File: config.mk
export PLATFORM = sky130hd
export DESIGN_NAME = gpwc_walker
export DESIGN_NICKNAME = d
export VERILOG_FILES = /design/src/gpwc_pkg.sv /design/src/gpwc_walker.sv
export SDC_FILE = /design/constraint.sdc
export NUM_CORES = 1
export LEC_CHECK = 0
export BUFFER_PORTS_ARGS = -buffer_cell sky130_fd_sc_hd__buf_2
export CAP_MARGIN = 20
export CORE_MARGIN = 10
export CORE_UTILIZATION = 35
export CTS_CLUSTER_DIAMETER = 80
export DETAILED_ROUTE_END_ITERATION = 12
export PLACE_DENSITY = 0.63
export SLEW_MARGIN = 20
export SYNTH_ARGS = -nofsm -noshare
export SYNTH_HDL_FRONTEND = slang
export SYNTH_SLANG_ARGS = --single-unit
File: constraint.sdc
create_clock -name clk -period 6.3 [get_ports clk]
set_clock_uncertainty 0.15 [all_clocks]
set_input_delay 1.575 -clock clk [delete_from_list [all_inputs] [get_ports clk]]
set_output_delay 1.575 -clock clk [all_outputs]
set_load 0.1 [all_outputs]
File: src/gpwc_pkg.sv
// Shared constants and control types for the grid palindrome window counter.
// No dependencies; every other file of the block imports this package.
`timescale 1ns / 1ps

package gpwc_pkg;

	// Default largest grid side that the symbol memory holds.
	localparam int GRID_MAX_DEF = 128;

	localparam int SYM_W     = 8;   // one grid symbol
	localparam int CFG_W     = 8;   // configuration data
	localparam int CFG_IDX_W = 8;   // configuration register index
	localparam int CNT_W     = 16;  // palindrome count
	localparam int LIN_W     = 16;  // linear cell position, covers 255 * 255 cells

	localparam logic [CFG_IDX_W-1:0] REG_GRID_SIZE  = CFG_IDX_W'(0);
	localparam logic [CFG_IDX_W-1:0] REG_WINDOW_LEN = CFG_IDX_W'(1);

	localparam logic [CFG_W-1:0] GRID_SIZE_RST  = CFG_W'(100);
	localparam logic [CFG_W-1:0] WINDOW_LEN_RST = CFG_W'(2);

	// Command from the top level to the window walker.
	typedef struct packed {
		logic start;      // last symbol of a grid was just accepted
		logic sink_free;  // output register can take a count this cycle
	} walk_cmd_t;

	// Status from the window walker to the top level.
	typedef struct packed {
		logic             busy;   // walk in progress, no symbols taken
		logic             done;   // count handed over this cycle
		logic [CNT_W-1:0] count;
	} walk_stat_t;

endpackage

File: src/gpwc_walker.sv
// Window walker: steps through every row and column window of the stored grid
// with one shared multiplier and one memory read port. Depends on gpwc_pkg.
`timescale 1ns / 1ps

module gpwc_walker (
	input  logic                    clk,
	input  logic                    arst_n,
	input  gpwc_pkg::walk_cmd_t     cmd,
	input  logic [7:0]              grid_n,
	input  logic [7:0]              win_k,
	input  logic [gpwc_pkg::SYM_W-1:0] rd_data,
	output logic [gpwc_pkg::LIN_W-1:0] rd_addr,
	output gpwc_pkg::walk_stat_t    stat
);
	import gpwc_pkg::*;

	typedef enum logic [7:0] {
		W_IDLE = 8'b0000_0001,
		W_SPAN = 8'b0000_0010,
		W_BASE = 8'b0000_0100,
		W_YA   = 8'b0000_1000,
		W_RDX  = 8'b0001_0000,
		W_RDY  = 8'b0010_0000,
		W_CMP  = 8'b0100_0000,
		W_DONE = 8'b1000_0000
	} wstate_t;

	wstate_t            state_q;
	logic [7:0]         n_q, k_q, last_start_q, line_q, start_q;
	logic [6:0]         half_q, a_q;
	logic               dir_q;
	logic [LIN_W-1:0]   kn_q, xa_q, ya_q;
	logic [SYM_W-1:0]   x_q;
	logic [CNT_W-1:0]   tally_q;
	logic               next_win;

	logic [7:0]       mul_a;
	logic [LIN_W-1:0] prod, step;
	logic [CNT_W-1:0] tally_inc;

	// The one multiplier serves the column span (k-1)*n and every window base.
	assign mul_a = (state_q == W_SPAN) ? (k_q - 8'd1) : (dir_q ? start_q : line_q);
	assign prod  = {8'b0, mul_a} * {8'b0, n_q};
	assign step  = dir_q ? {8'b0, n_q} : LIN_W'(1);
	assign tally_inc = (tally_q == {CNT_W{1'b1}}) ? tally_q : tally_q + CNT_W'(1);

	assign rd_addr    = (state_q == W_RDY) ? ya_q : xa_q;
	assign stat.busy  = (state_q != W_IDLE);
	assign stat.done  = (state_q == W_DONE) && cmd.sink_free;
	assign stat.count = tally_q;

	// Marks the end of the current window, whether it matched or not.
	always_comb begin
		next_win = 1'b0;
		case (state_q)
			W_YA:    next_win = (half_q == 7'd0);
			W_CMP:   next_win = (x_q != rd_data) || (a_q + 7'd1 == half_q);
			default: next_win = 1'b0;
		endcase
	end

	always_ff @(posedge clk or negedge arst_n) begin
		if (!arst_n) begin
			state_q <= W_IDLE;
			tally_q <= '0;
		end else begin
			case (state_q)
				W_IDLE: begin
					if (cmd.start) begin
						tally_q <= '0;
						if (grid_n == 8'd0 || win_k == 8'd0 || win_k > grid_n) begin
							state_q <= W_DONE;
						end else begin
							state_q <= W_SPAN;
						end
					end
				end
				W_SPAN: begin
					state_q <= W_BASE;
				end
				W_BASE: begin
					state_q <= W_YA;
				end
				W_YA: begin
					if (next_win) begin
						tally_q <= tally_inc;
					end else begin
						state_q <= W_RDX;
					end
				end
				W_RDX: begin
					state_q <= W_RDY;
				end
				W_RDY: begin
					state_q <= W_CMP;
				end
				W_CMP: begin
					if (next_win) begin
						if (x_q == rd_data) begin
							tally_q <= tally_inc;
						end
					end else begin
						state_q <= W_RDX;
					end
				end
				W_DONE: begin
					if (cmd.sink_free) begin
						state_q <= W_IDLE;
					end
				end
				default: state_q <= W_IDLE;
			endcase
			// Advance to the next window: row then column, then next start, then next line.
			if (next_win) begin
				state_q <= W_BASE;
				if (dir_q && start_q == last_start_q && line_q == n_q - 8'd1) begin
					state_q <= W_DONE;
				end
			end
		end
	end

	always_ff @(posedge clk) begin
		case (state_q)
			W_IDLE: begin
				n_q          <= grid_n;
				k_q          <= win_k;
				half_q       <= win_k[7:1];
				last_start_q <= grid_n - win_k;
				line_q       <= '0;
				start_q      <= '0;
				dir_q        <= 1'b0;
			end
			W_SPAN: begin
				kn_q <= prod;
			end
			W_BASE: begin
				xa_q <= prod + {8'b0, (dir_q ? line_q : start_q)};
			end
			W_YA: begin
				ya_q <= xa_q + (dir_q ? kn_q : {8'b0, k_q - 8'd1});
				a_q  <= '0;
			end
			W_RDY: begin
				x_q <= rd_data;
			end
			W_CMP: begin
				a_q  <= a_q + 7'd1;
				xa_q <= xa_q + step;
				ya_q <= ya_q - step;
			end
			default: begin
			end
		endcase
		if (next_win) begin
			dir_q <= ~dir_q;
			if (dir_q) begin
				if (start_q == last_start_q) begin
					start_q <= '0;
					line_q  <= line_q + 8'd1;
				end else begin
					start_q <= start_q + 8'd1;
				end
			end
		end
	end

endmodule

### Word-level counts from Yosys, hierarchy flattened

Index checks and enable logic that the tools add are counted.

* flip-flop bits (word level): 135
* input bits: 28
* output and inout bits: 34

* add/sub/neg operators: 11
* multiply operators: 1
* order comparisons: 1
* eq/ne operators: 21
* mux-type cells: 32
* bitwise gates (word level): 1
* reductions and logical operators: 16

Operator list (number)
* 8-bit two-way mux: 17
* 16-bit two-way mux: 7
* 16-bit one-hot mux with 2 select lines: 2
* 8-bit one-hot mux with 7 select lines: 1
* 16-bit one-hot mux with 3 select lines: 1
* 16-bit by 8-bit adder with 16-bit output: 2
* 8-bit equality test: 3
* 16-bit by 1-bit adder with 16-bit output, second input constant: 1
* 16-bit adder: 1
* 8-bit by 1-bit adder with 8-bit output, second input constant: 2
* 16-bit equality test, second input constant: 1
* 8-bit logical NOT: 2
* 8-bit by 8-bit multiplier with 16-bit output: 1
* 16-bit by 8-bit subtractor with 16-bit output: 1
* 8-bit by 1-bit subtractor with 8-bit output, second input constant: 2
* 7-bit one-hot mux with 2 select lines: 1
* 8-bit by 1-bit equality test with 1-bit output, second input constant: 1
* 8-bit by 2-bit equality test with 1-bit output, second input constant: 1
* 8-bit by 3-bit equality test with 1-bit output, second input constant: 1
* 8-bit by 4-bit equality test with 1-bit output, second input constant: 1
* 8-bit by 5-bit equality test with 1-bit output, second input constant: 1
* 8-bit by 6-bit equality test with 1-bit output, second input constant: 1
* 8-bit by 7-bit equality test with 1-bit output, second input constant: 1
* 8-bit equality test, second input constant: 1
* other kinds (19): 30

### Depth between registers and ports, before layout

* depth after elaboration: 7
* gate-level depth with buffers: 27

### Least setup slack after synthesis

No wires, ideal clock.

* kind: flip-flop to flip-flop
* start: register k_q[4]
* end: register xa_q[15] (data pin)
* library setup time: 275 ps
* data arrival time: 6034 ps
* required time: 5875 ps
* path slack: -159 ps
* stages on the path, launching flop included: 24
* path buffers: 0
* period minus slack after synthesis: 6459 ps
* cell sequence: edfxtp_1 -> or3_1 -> or2_2 -> nor4_1 -> xor2_1 -> nor2_1 -> a21oi_1 -> nand2_1 -> fa_1 -> inv_1 -> fa_1 -> fa_1 -> inv_1 -> fa_1 -> inv_1 -> ha_1 -> a2111oi_0 -> o21ai_0 -> a31o_2 -> xnor2_1 -> nor4b_1 -> nand4_1 -> xor2_1 -> mux2i_1

* cells in the longest elaborated chain, start to end: 5

RTL lines
* start, declared: line gpwc_walker.sv:29 `logic [7:0] n_q, k_q, last_start_q, line_q, start_q;`
* start signal, assigned: line gpwc_walker.sv:127 `k_q <= win_k;`
* 8-bit by 1-bit subtractor with 8-bit output: line gpwc_walker.sv:42 `assign mul_a = (state_q == W_SPAN) ? (k_q - 8'd1) : (dir_q ? start_q : line_q);`
* 8-bit two-way mux: line gpwc_walker.sv:42
* 8-bit by 8-bit multiplier with 16-bit output: line gpwc_walker.sv:43 `assign prod = {8'b0, mul_a} * {8'b0, n_q};`
* 16-bit by 8-bit adder with 16-bit output: line gpwc_walker.sv:138 `xa_q <= prod + {8'b0, (dir_q ? line_q : start_q)};`
* 16-bit one-hot mux with 2 select lines: line gpwc_walker.sv:124 `case (state_q)`
* end signal, assigned: line gpwc_walker.sv:138
* end signal, assigned: line gpwc_walker.sv:149 `xa_q <= xa_q + step;`
* end, declared: line gpwc_walker.sv:32 `logic [LIN_W-1:0] kn_q, xa_q, ya_q;`

Every way passes these cells.
A chain may end at the register's enable or synchronous reset.

### Final worst setup path

* start: register state_q[4]
* end: register xa_q[15] (data pin)

* cells in the longest elaborated chain, start to end: 5

RTL lines
* start, declared: line gpwc_walker.sv:28 `wstate_t state_q;`
* start signal, assigned: line gpwc_walker.sv:64 `state_q <= W_IDLE;`
* start signal, assigned: line gpwc_walker.sv:72 `state_q <= W_DONE;`
* start signal, assigned: line gpwc_walker.sv:74 `state_q <= W_SPAN;`
* 8-bit by 2-bit equality test with 1-bit output: line gpwc_walker.sv:42
* 8-bit two-way mux: line gpwc_walker.sv:42
* 8-bit by 8-bit multiplier with 16-bit output: line gpwc_walker.sv:43
* via prod[15]: line gpwc_walker.sv:38 `logic [LIN_W-1:0] prod, step;`
* 16-bit by 8-bit adder with 16-bit output: line gpwc_walker.sv:138
* 16-bit one-hot mux with 2 select lines: line gpwc_walker.sv:124

The timed path passes the listed nets, and every way through them passes these cells.

==> results.py <==
metrics = {
    "outcome": {
        "status": "completed",
    },
    "placement": {
        "portBuffers": 61,
        "routabilityCongestion": 0.875,
        "hpwl_mm": 20.7,
    },
    "floorplanning": {
        "start_util": 0.358,
        "row_count": 63,
        "dieArea_um2": 37900,
        "die_y_um": 195,
        "ios": 62,
        "coreArea_um2": 29900,
        "die_w_um": 195,
    },
    "critical_path": {
        "crit_arrival_ns": 6.06,
        "path_delay_family": "adder cells",
        "required_ns": 6.31,
        "end_kind": "flip-flop",
        "crit_type": "flip-flop to flip-flop",
        "worst_path_largest_cell_delay_ns": 0.50,
        "crit_path_max_fanout": 7,
        "crit_slowest_cell": "fa_1",
        "cp_num_buf_inv": 6,
        "startpoint_type": "flip-flop",
        "crit_top_cell": "fa_1",
    },
    "timing": {
        "fmax_ghz": 0.165,
        "post-route-min-period_ns": 6.05,
        "final-hold-violation-count": 0,
        "post-route-period-util": 0.960,
        "finalMaxSlewViolations": 0,
        "slew_headroom": 0.309,
        "worst_pin_slew_ns": 1.03,
        "setup_viol": 0,
        "hold_ws_ns": 0.366,
    },
    "final_layout": {
        "final_util": 0.424,
        "final_common_cell": "nand2_1",
        "most-common-layout-cells": "129 x nand2_1, 104 x inv_1, 88 x edfxtp_1",
        "syn2layout_area_growth_pct": 18.7,
        "drive_gt1_frac": 0.182,
        "layout.nets": 1419,
        "n_antenna_cell": 0,
    },
    "worst_hold_path": {
        "hold_path.class": "flip-flop to flip-flop",
    },
    "synth": {
        "yosysSeqAreaShare": 0.334,
        "synth_edf_count": 88,
        "avgSynthCellArea_um2": 9.27,
        "netlist_top_cells_area": "edfxtp_1 25%, ha_1 10%, fa_1 7.7%, dfrtp_1 5.4%, xnor2_1 4.8%",
        "synth.largest_area_cell": "edfxtp_1",
        "synthDistinctLibCells": 63,
        "synthCells": 1152,
        "yosys_warnings": 0,
        "yosysTopAreaCellShare": 0.247,
        "synth_nets": 1310,
        "async_reset_ff_frac": 0.188,
        "synthesis.area_um2": 10700,
        "synth-seq-cells": 128,
        "synthFlopType": "edfxtp_1",
    },
    "power_and_ir_drop": {
        "seqPwrFrac": 0.315,
        "power_mw": 3.72,
        "switchingPower_mw": 1.39,
        "switching_share": 0.374,
        "ir_drop_v": 0.000195,
        "clkPwrFrac": 0.280,
        "power_leakage_nw": 5.76,
        "power_density_nw_per_um2": 293,
        "p_int_mw": 2.33,
        "combPwrFrac": 0.405,
    },
    "clock_network": {
        "cts_root_buf": "clkbuf_16",
        "clkTransAtPathRegs_ns": 0.06,
        "cts_buffers": 17,
        "cts_sinks": 128,
        "clock_latency_ns": 0.42,
        "cts_hold_buf": 0,
        "tritoncts": "yes",
        "htreeDepth": 4,
        "clk_path_buf_depth": 2,
    },
    "route": {
        "dr_total_vias": 8550,
        "viasPerCell": 5.14,
        "dr.pass1.iters": 5,
        "drt_iter0_drc": 546,
        "wl_per_cell_um": 16.3,
        "drcViolationCount": 0,
        "ant_nets": 0,
        "drt_wl_total_mm": 27.0,
    },
    "global_route": {
        "antenna_found_initial": 0,
        "grt-ovfl-total": 0,
        "grt_max_degree": 62,
        "grt_pass1_vias": 8613,
        "grt_pass1_wl_mm": 44.4,
        "grt_use_total": 0.141,
    },
    "flow_run": {
        "drv_cap": 0,
    },
}
==> sequential cells by signal (all words and copies together), names as in the netlist <==
| name | flops |
|---|---|
| xa_q | 16 |
| x_q | 8 |
| last_start_q | 8 |
| a_q | 7 |
| tally_q | 16 |
| n_q | 8 |
| ya_q | 16 |
| dir_q | 1 |
| k_q | 8 |
| state_q | 8 |
| line_q | 8 |
| start_q | 8 |
| kn_q | 16 |
==> power groups by stage <==
stage                     registers [mW]  logic (mW)  clock network (mW)
after floorplan                     1.11        1.07                   0
after global placement              1.18        1.40                   0
after detailed placement            1.19        1.43                   0
after global routing                1.18        1.68                1.09
final                               1.17        1.51                1.04
after CTS                           1.17        1.46                1.06
==> kinds of logic after synthesis <==
kind of cell / share of synthesized area
AOI/OAI and AO/OA: 0.131
and+or+nand+nor: 0.170
adders and majority gates: 0.181
buffers and inverters: 0.0511
xor gates and xnor gates: 0.0969
DFF: 0.334
muxes: 0.0363
==> repair_timing <==
item,CTS,global route
setup endpoints to repair,3,8
pin swaps,15,25
setup buffers,4,5
resized for setup,15,35
gates cloned,0,1
==> worst paths after layout <==
kind                       slack [ns]  cells after the start                    start                      end
setup / recovery                 0.25                     26   state_q[4]$_DFFE_PN0P_       xa_q[15]$_DFFE_PP_
hold / removal                   0.37                      1  tally_q[11]$_DFFE_PN0P_  tally_q[11]$_DFFE_PN0P_
setup reg to reg                 0.25                     26   state_q[4]$_DFFE_PN0P_       xa_q[15]$_DFFE_PP_
hold reg to reg                  0.37                      1  tally_q[11]$_DFFE_PN0P_  tally_q[11]$_DFFE_PN0P_
max in group asynchronous        4.64                      1                   arst_n   state_q[0]$_DFFE_PN1P_
min in group asynchronous        0.99                      1                   arst_n   tally_q[0]$_DFFE_PN0P_
==> stage by stage <==
stage	cell area [um^2]	std cells	setup WS [ns]	setup TNS, ns
2_1_floorplan	10700	1152	0.0309	0
6_report	12700	1664	0.250	0
3_3_place_gp	11800	1622	-0.150	-0.264
5_1_grt	12700	1664	-0.0231	-0.0399
4_1_cts	12500	1658	0.0260	0
3_5_place_dp	11800	1622	-0.276	-0.674
==> area by class of cell <==
class                           count  area, um^2
Fill cell                        2879       17200
Multi-Input combinational cell    881        6820
Sequential cell                   128        3560
Timing Repair Buffer              123         772
Tap cell                          390         488
Clock buffer                       19         475
Inverter                          110         413
Clock inverter                     13         146
==> per-layer routing <==
layer  vias up  GRT usage  part of all wire
met4         0     0.0383             0.014
met5         -          0                 0
met1      4155      0.178              0.46
met2       157      0.241              0.49
li1       4213          -                 -
met3        25     0.0267             0.044
==> cells in the mapped netlist (all sizes together) (15+ instances only) <==
library cell  instances
xor2                 55
ha                   89
fa                   41
nand3                29
edfxtp               88
o21ai                84
dfxtp                16
nor4                 15
xnor2                58
and2                 48
a21oi                52
nor3                 18
inv                 108
a21o                 17
nor2                 69
mux2                 22
dfrtp                23
nand2               130
clkbuf               31
Note: power is estimated with default switching activity, not from simulation.
